## src/rtl/csks_pkg.sv

```systemverilog
`timescale 1ns / 1ps
// ----------------------------------------------------------------------------
// csks_pkg
// shared constants, codes and memory port types of the chunked key search
// ----------------------------------------------------------------------------
package csks_pkg;

	localparam int KEY_W       = 64;
	localparam int CHUNK_SEL_W = 4;
	localparam int CHUNK_SIZE  = 64;
	localparam int CHUNK_LOG   = $clog2(CHUNK_SIZE);
	localparam int NUM_CHUNKS  = 1 << CHUNK_SEL_W;
	localparam int ADDR_W      = CHUNK_SEL_W + CHUNK_LOG;
	localparam int TABLE_DEPTH = 1 << ADDR_W;
	localparam int POS_W       = ADDR_W + 1;
	localparam int CNT_W       = $clog2(CHUNK_SIZE + 1);
	localparam int ACT_W       = 2;

	typedef enum logic [ACT_W-1:0] {
		ACT_WRITE_KEY   = 2'd0,
		ACT_WRITE_COUNT = 2'd1,
		ACT_SEARCH      = 2'd2
	} action_t;

	typedef struct packed {
		logic              en;
		logic [ADDR_W-1:0] addr;
		logic [KEY_W-1:0]  data;
	} ram_wr_t;

	typedef struct packed {
		logic              en;
		logic [ADDR_W-1:0] addr;
	} ram_rd_t;

endpackage

```

## src/rtl/csks_req_if.sv

```systemverilog
`timescale 1ns / 1ps
// ----------------------------------------------------------------------------
// csks_req_if
// request channel: key writes, count writes and searches
// ----------------------------------------------------------------------------
interface csks_req_if;
	logic                        valid;
	logic                        ready;
	logic [csks_pkg::ACT_W-1:0]  action;
	logic [csks_pkg::ADDR_W-1:0] address;
	logic [csks_pkg::KEY_W-1:0]  key;
	logic [csks_pkg::CNT_W-1:0]  count;

	modport source(output valid, action, address, key, count, input ready);
	modport sink(input valid, action, address, key, count, output ready);
endinterface

```

## src/rtl/csks_rsp_if.sv

```systemverilog
`timescale 1ns / 1ps
// ----------------------------------------------------------------------------
// csks_rsp_if
// response channel: search results
// ----------------------------------------------------------------------------
interface csks_rsp_if;
	logic                             valid;
	logic                             ready;
	logic                             found;
	logic [csks_pkg::ADDR_W-1:0]      match_position;
	logic [csks_pkg::POS_W-1:0]       insert_position;
	logic [csks_pkg::CHUNK_SEL_W-1:0] chunk_number;

	modport source(output valid, found, match_position, insert_position, chunk_number,
		input ready);
	modport sink(input valid, found, match_position, insert_position, chunk_number,
		output ready);
endinterface

```

## src/rtl/csks_search_seq.sv

```systemverilog
`timescale 1ns / 1ps
// ----------------------------------------------------------------------------
// csks_search_seq
// request decode, chunk counts and the lower-bound halving sequencer
// ----------------------------------------------------------------------------
module csks_search_seq (
	input  logic                        clk,
	input  logic                        arst_n,
	csks_req_if.sink                    req,
	csks_rsp_if.source                  rsp,
	output csks_pkg::ram_wr_t           ram_wr,
	output csks_pkg::ram_rd_t           ram_rd,
	input  logic [csks_pkg::KEY_W-1:0]  ram_data
);

	typedef enum logic [3:0] {
		ST_IDLE  = 4'b0001,
		ST_LOAD  = 4'b0010,
		ST_SRCH  = 4'b0100,
		ST_FINAL = 4'b1000
	} state_t;

	state_t                            state_q;
	logic [csks_pkg::CNT_W-1:0]        cnt_q [csks_pkg::NUM_CHUNKS];
	logic [csks_pkg::KEY_W-1:0]        key_q;
	logic [csks_pkg::CHUNK_SEL_W-1:0]  chunk_q;
	logic [csks_pkg::POS_W-1:0]        lo_q;
	logic [csks_pkg::POS_W-1:0]        hi_q;
	logic [csks_pkg::POS_W-1:0]        mid_q;
	logic [csks_pkg::POS_W-1:0]        end_q;
	logic                              out_valid_q;
	logic                              found_q;
	logic [csks_pkg::ADDR_W-1:0]       match_q;
	logic [csks_pkg::POS_W-1:0]        insert_q;
	logic [csks_pkg::CHUNK_SEL_W-1:0]  chunk_out_q;

	logic                              accept;
	logic [csks_pkg::CNT_W-1:0]        cnt_sat;
	logic [csks_pkg::POS_W-1:0]        start_w;
	logic [csks_pkg::POS_W-1:0]        load_hi;
	logic [csks_pkg::POS_W-1:0]        load_mid;
	logic                              less;
	logic [csks_pkg::POS_W-1:0]        lo_n;
	logic [csks_pkg::POS_W-1:0]        hi_n;
	logic [csks_pkg::POS_W-1:0]        mid_n;
	logic                              hit;
	logic                              out_free;

	assign accept   = req.valid && req.ready;
	assign req.ready = (state_q == ST_IDLE);
	assign out_free = !out_valid_q || rsp.ready;

	assign cnt_sat = (req.count > csks_pkg::CNT_W'(csks_pkg::CHUNK_SIZE)) ?
		csks_pkg::CNT_W'(csks_pkg::CHUNK_SIZE) : req.count;

	// chunk window and first probe
	assign start_w  = {1'b0, chunk_q, {csks_pkg::CHUNK_LOG{1'b0}}};
	assign load_hi  = start_w + csks_pkg::POS_W'(cnt_q[chunk_q]);
	assign load_mid = start_w + ((load_hi - start_w) >> 1);

	// shared compare and halving step
	assign less  = ram_data < key_q;
	assign lo_n  = less ? mid_q + csks_pkg::POS_W'(1) : lo_q;
	assign hi_n  = less ? hi_q : mid_q;
	assign mid_n = lo_n + ((hi_n - lo_n) >> 1);

	assign hit = (lo_q < end_q) && (ram_data == key_q);

	assign ram_wr.en   = accept && (req.action == csks_pkg::ACT_WRITE_KEY);
	assign ram_wr.addr = req.address;
	assign ram_wr.data = req.key;

	always_comb begin
		ram_rd.en   = 1'b0;
		ram_rd.addr = '0;
		unique case (state_q)
			ST_LOAD: begin
				ram_rd.en   = 1'b1;
				ram_rd.addr = (start_w < load_hi) ? load_mid[csks_pkg::ADDR_W-1:0] :
					start_w[csks_pkg::ADDR_W-1:0];
			end
			ST_SRCH: begin
				ram_rd.en   = 1'b1;
				ram_rd.addr = (lo_n < hi_n) ? mid_n[csks_pkg::ADDR_W-1:0] :
					lo_n[csks_pkg::ADDR_W-1:0];
			end
			ST_IDLE, ST_FINAL: begin
				ram_rd.en   = 1'b0;
			end
			default: begin
				ram_rd.en   = 1'b0;
			end
		endcase
	end

	always_ff @(posedge clk or negedge arst_n) begin
		if (!arst_n) begin
			state_q     <= ST_IDLE;
			out_valid_q <= 1'b0;
			for (int i = 0; i < csks_pkg::NUM_CHUNKS; i++) begin
				cnt_q[i] <= '0;
			end
		end else begin
			if (state_q == ST_FINAL && out_free) begin
				out_valid_q <= 1'b1;
			end else if (rsp.ready) begin
				out_valid_q <= 1'b0;
			end
			unique case (state_q)
				ST_IDLE: begin
					if (accept && req.action == csks_pkg::ACT_WRITE_COUNT) begin
						cnt_q[req.address[csks_pkg::CHUNK_SEL_W-1:0]] <= cnt_sat;
					end
					if (accept && req.action == csks_pkg::ACT_SEARCH) begin
						state_q <= ST_LOAD;
					end
				end
				ST_LOAD: begin
					state_q <= (start_w < load_hi) ? ST_SRCH : ST_FINAL;
				end
				ST_SRCH: begin
					if (!(lo_n < hi_n)) begin
						state_q <= ST_FINAL;
					end
				end
				ST_FINAL: begin
					if (out_free) begin
						state_q <= ST_IDLE;
					end
				end
				default: begin
					state_q <= ST_IDLE;
				end
			endcase
		end
	end

	always_ff @(posedge clk) begin
		if (accept) begin
			key_q   <= req.key;
			chunk_q <= req.key[csks_pkg::KEY_W-1 -: csks_pkg::CHUNK_SEL_W];
		end
		if (state_q == ST_LOAD) begin
			lo_q  <= start_w;
			hi_q  <= load_hi;
			end_q <= load_hi;
			mid_q <= load_mid;
		end
		if (state_q == ST_SRCH) begin
			lo_q  <= lo_n;
			hi_q  <= hi_n;
			mid_q <= mid_n;
		end
		if (state_q == ST_FINAL && out_free) begin
			found_q     <= hit;
			match_q     <= hit ? lo_q[csks_pkg::ADDR_W-1:0] : '0;
			insert_q    <= lo_q;
			chunk_out_q <= chunk_q;
		end
	end

	assign rsp.valid           = out_valid_q;
	assign rsp.found           = found_q;
	assign rsp.match_position  = match_q;
	assign rsp.insert_position = insert_q;
	assign rsp.chunk_number    = chunk_out_q;

`ifndef ASSERT_OFF
	a_window_open: assert property (@(posedge clk) disable iff (!arst_n)
		state_q == ST_SRCH |-> lo_q < hi_q)
		else $error("search window empty while halving");

	a_window_in_chunk: assert property (@(posedge clk) disable iff (!arst_n)
		state_q == ST_SRCH |-> lo_q >= start_w && hi_q <= end_q && mid_q < hi_q)
		else $error("search window left its chunk");

	a_match_is_insert: assert property (@(posedge clk) disable iff (!arst_n)
		rsp.valid && rsp.found |-> rsp.match_position ==
			rsp.insert_position[csks_pkg::ADDR_W-1:0])
		else $error("match position differs from lower bound");

	a_insert_in_chunk: assert property (@(posedge clk) disable iff (!arst_n)
		rsp.valid |-> rsp.insert_position[csks_pkg::POS_W-1:csks_pkg::CHUNK_LOG] ==
			{1'b0, rsp.chunk_number} ||
			rsp.insert_position == {1'b0, rsp.chunk_number, {csks_pkg::CHUNK_LOG{1'b0}}} +
			csks_pkg::POS_W'(csks_pkg::CHUNK_SIZE))
		else $error("insert position outside its chunk");

	a_busy_no_ready: assert property (@(posedge clk) disable iff (!arst_n)
		accept && req.action == csks_pkg::ACT_SEARCH |=> !req.ready)
		else $error("request taken while a search runs");
`endif

endmodule
```

## src/flat_wrapper.sv

```systemverilog
// flat-port wrapper written by rule: the top's interface ports become plain ports
module csks_search_seq_flat 
  (clk, arst_n, ram_wr, ram_rd, ram_data, req_valid, req_action, req_address, req_key, req_count, req_ready, rsp_valid, rsp_found, rsp_match_position, rsp_insert_position, rsp_chunk_number, rsp_ready);
  csks_req_if req_i ();
  csks_rsp_if rsp_i ();
  input  logic clk;
  input  logic arst_n;
  output csks_pkg::ram_wr_t ram_wr;
  output csks_pkg::ram_rd_t ram_rd;
  input  logic [csks_pkg::KEY_W-1:0] ram_data;
  input wire logic [$bits(req_i.valid)-1:0] req_valid;
  input wire logic [$bits(req_i.action)-1:0] req_action;
  input wire logic [$bits(req_i.address)-1:0] req_address;
  input wire logic [$bits(req_i.key)-1:0] req_key;
  input wire logic [$bits(req_i.count)-1:0] req_count;
  output wire logic [$bits(req_i.ready)-1:0] req_ready;
  output wire logic [$bits(rsp_i.valid)-1:0] rsp_valid;
  output wire logic [$bits(rsp_i.found)-1:0] rsp_found;
  output wire logic [$bits(rsp_i.match_position)-1:0] rsp_match_position;
  output wire logic [$bits(rsp_i.insert_position)-1:0] rsp_insert_position;
  output wire logic [$bits(rsp_i.chunk_number)-1:0] rsp_chunk_number;
  input wire logic [$bits(rsp_i.ready)-1:0] rsp_ready;
  assign req_i.valid = req_valid;
  assign req_i.action = req_action;
  assign req_i.address = req_address;
  assign req_i.key = req_key;
  assign req_i.count = req_count;
  assign req_ready = req_i.ready;
  assign rsp_valid = rsp_i.valid;
  assign rsp_found = rsp_i.found;
  assign rsp_match_position = rsp_i.match_position;
  assign rsp_insert_position = rsp_i.insert_position;
  assign rsp_chunk_number = rsp_i.chunk_number;
  assign rsp_i.ready = rsp_ready;
  csks_search_seq u_core (.clk(clk), .arst_n(arst_n), .req(req_i), .rsp(rsp_i), .ram_wr(ram_wr), .ram_rd(ram_rd), .ram_data(ram_data));
endmodule
```

## config.mk

```make
export PLATFORM = sky130hd
export DESIGN_NAME = csks_search_seq_flat
export DESIGN_NICKNAME = d
export VERILOG_FILES = /design/src/rtl/csks_pkg.sv /design/src/rtl/csks_req_if.sv /design/src/rtl/csks_rsp_if.sv /design/src/rtl/csks_search_seq.sv /design/src/flat_wrapper.sv
export SDC_FILE = /design/constraint.sdc
export NUM_CORES = 1
export LEC_CHECK = 0
export ABC_CLOCK_PERIOD_IN_PS = 8200
export BUFFER_PORTS_ARGS = -buffer_cell sky130_fd_sc_hd__buf_4
export CORE_MARGIN = 4
export CORE_UTILIZATION = 40
export DETAILED_ROUTE_END_ITERATION = 8
export SLEW_MARGIN = 20
export SYNTH_ARGS = -nofsm -noshare
export SYNTH_HDL_FRONTEND = slang
export SYNTH_SLANG_ARGS = --single-unit
export TNS_END_PERCENT = 20
```

## constraint.sdc

```tcl
create_clock -name clk -period 8.2 [get_ports clk]
set_input_delay 1.64 -clock clk [delete_from_list [all_inputs] [get_ports clk]]
set_output_delay 1.64 -clock clk [all_outputs]
set_load 0.02 [all_outputs]
```

==> impl_metrics.ini <==
[status]
status = complete, but fails checks
violations = setup timing

[min_path]
hold_path.class = reg -> reg
min_path_cells = 1
holdPathEnd = u_core.cnt_q[97]
hold_path.startpoint = u_core.cnt_q[97]

[synth]
synth.area.top_cells = edfxtp_1, dfrtp_1, ha_1, mux2_1, mux4_2
synth_seq_area_share = 0.4922
netlist_area_um2 = 14130
synthAdderAreaFrac = 0.09725
yosysMostFrequentCell = edfxtp_1
ys_ff_latch = 251
synth.distinct_cells = 69
synthArstFlopShare = 0.4661
synth_compound_area_frac = 0.08184
syn_nets = 1454
synth_edf_count = 134
synth-xor-area-share = 0.02108
syn_area_per_cell_um2 = 11.82
synthTopCellsByCount = edfxtp_1, dfrtp_1, ha_1
synth_top_family_by_area = multiplexers
synth.largest_area_cell = edfxtp_1
synthMuxAreaShare = 0.1397
synth_simple_gate_area_frac = 0.09007
synth_cells = 1195
synth-warning-count = 0
synth.top_cell.area_share = 0.2848
synth_flop_cell = edfxtp_1

[timing]
finalMaxSlewViolations = 0
fin_crit_sh = 1.004
rsz0062_at_grt = true
tightest_slew_ns = 0.9091
finalWorstSetupSlack_ns = -0.02958
min_period_ns = 8.230
slew_headroom = 0.3939
hold_violations = 0
setup-violations-final = 1
clock_skew_ns = 0.02143
fmax_ghz = 0.1215

[global_routing]
met1_usage = 0.2376
grt_pass1_vias = 10120
grt.overflow.total = 0
grt.total_usage = 0.1841
grt_pass1_wl_um = 56450
grtUsageMet2 = 0.3246
met3_usage = 0.02610
grt_antenna_before_repair = 0
grt_max_degree = 82
top_usage_layer = met2

[setup_path]
worstSetupEndpointType = primary output
critPathMaxStageDelay_ns = 0.41
reg2reg_depth = 28
path_common_cell = buf_6
crit_family = compound AO/OA/AOI/OAI gates
path_max_fanout = 6
worstSetupStartpointType = input pin
critPathRequiredTime_ns = 6.56
cp_slowest_cell = a222oi_1
critPathKind = in -> out
rrSetupSlack_ns = 2.51
cp_num_buf_inv = 5
rr_endpoint = u_core.mid_q[8]
worstPathArrival_ns = 6.59
r2r-start = u_core.chunk_q[2]

[floorplanning]
start_util = 0.4070
core_um2 = 34710
row_count = 68
die_area_um2 = 38390
die_x_um = 195.9
num_io_pins = 265
die_height_um = 195.9

[layout]
num-fill-cells = 3012
finalNetCount = 1733
ff_latch_area_um2 = 6953
antenna-diode-count = 0
final_area_um2 = 18190
layout-drive-gt1-share = 0.3467
multi_input_area_um2 = 6621
syn_to_final_growth_pct = 28.74

[drt]
num_vias = 9834
wl_um = 36720
drt_iter0_drc = 387
drc = 0
drt_pass1_iterations = 5
vias_per_cell = 5.046
post_drt_wl_per_cell_um = 18.84
antenna_left = 0

[clock_network]
cts_root_buf = clkbuf_16
cts_tree = yes
clock_latency_ns = 0.54
cts.clk_slew.worst_paths_ns = 0.06
cts.path.max_buffers = 3
ctsHoldBuffers = 0
htreeDepth = 1
cts.sinks = 251
cts_buffers = 29

[power_and_ir_drop]
leakage_nw = 8.357
powerDensity_nw_per_um2 = 308.0
ir_drop_mv = 0.1714
p_total_mw = 5.602

[placed_design]
port_buffers = 252
dp_hpwl_um = 27440
gp_congestion = 0.8821
postPlaceCellArea_um2 = 16540
dpl_worst_slack_ns = -0.2776

[run]
maxCapViolCount = 0
[per-layer routing]
| metal | wire (µm) | vias up |
|---|---|---|
| met4 | 1055 | 0 |
| li1 | - | 4789 |
| met5 | 0 | - |
| met3 | 1481 | 60 |
| met2 | 18490 | 217 |
| met1 | 15690 | 4768 |
[how the worst max path moves through the flow]
stage,startpoint,end,slack [ns],depth (start not counted)
2_1_floorplan,ram_data[45],ram_rd[9],0.06,26
3_3_place_gp,ram_data[29],ram_rd[7],-0.30,28
3_5_place_dp,ram_data[29],ram_rd[9],-0.28,30
4_1_cts,ram_data[26],ram_rd[9],-0.04,27
5_1_grt,ram_data[31],ram_rd[9],-0.31,27
6_report,ram_data[30],ram_rd[9],-0.03,27
[registers in the layout, indices dropped and copies added, names as in the netlist, 10 cells and up]
signal                      count
u_core.cnt_q                  112
u_core.key_q                   60
u_core.end_q                   11
u_core.hi_q                    11
u_core.lo_q                    11
u_core.mid_q                   11
u_core.rsp.insert_position     11
u_core.rsp.match_position      10
[worst register-to-register path, delay by kind of cell (launching register included)]
kind                       cells  cell delay, ns
AOI/OAI and AO/OA             11            1.90
buffers and inverters          7            1.25
adders and majority gates      3            0.90
and+or+nand+nor                6            0.70
DFF                            1            0.55
xor gates and xnor gates       1            0.14
[final cells by class]
type                       instances  share of cell area
clock buffer                      38             0.04403
clock inverter                    13            0.006673
inverter                         101             0.02098
multi-input combinational        732              0.3641
sequential                       251              0.3823
tap                              455             0.03130
timing repair buffer             359              0.1507
[placed cells by master, fill, tap and decap left out, types with 8 or more instances in the layout]
master / n
buf_4: 347
edfxtp_1: 134
dfrtp_1: 116
nand2_1: 98
inv_1: 92
mux2_1: 90
ha_1: 77
o21ai_1: 56
nor2_1: 49
a21oi_1: 38
mux4_2: 33
clkbuf_16: 30
a21o_1: 28
xnor2_1: 26
ha_4: 26
nand4_1: 16
nor2b_1: 15
nand2b_1: 14
nand3_1: 13
and2_1: 12
buf_6: 12
a21oi_2: 11
mux2i_1: 11
inv_2: 8
nor3_1: 8
[where the power goes]
group | internal, mW | leakage [nW] | switching [mW]
sequential | 1.59 | 2.84 | 0.0876
clock | 0.746 | 0.444 | 0.504
combinational | 1.35 | 5.08 | 1.33
total | 3.68 | 8.36 | 1.92
[per-stage QoR]
stage	hold slack, ns	util	setup TNS (ns)	instances
after floorplan	0.4473	-	0	1195
final	0.4793	0.5239	-0.02958	1949
after CTS	0.4814	0.5183	-0.04082	1940
after global placement	0.4597	0.4766	-0.7973	1878
after global routing	0.4873	0.5239	-0.8543	1949
after detailed placement	0.4684	0.4766	-0.8170	1878
[repair_timing]
item                                   CTS  global route
pin swaps                               43            28
gates cloned                             0             0
gates resized for setup                 65            27
endpoints found under the hold margin    0             0
setup endpoints to repair                5             5
setup buffers                           13            10
[cells by family (layout without fill, tap and decap cells)]
family	count (synthesis)	count (layout)
and+or+nand+nor	261	261
xor gates and xnor gates	34	34
AOI/OAI and AO/OA	188	188
DFF	251	251
adders and majority gates	108	108
muxes	141	141
buffers and inverters	212	511
No activity file was read; power rests on OpenSTA's default activity.
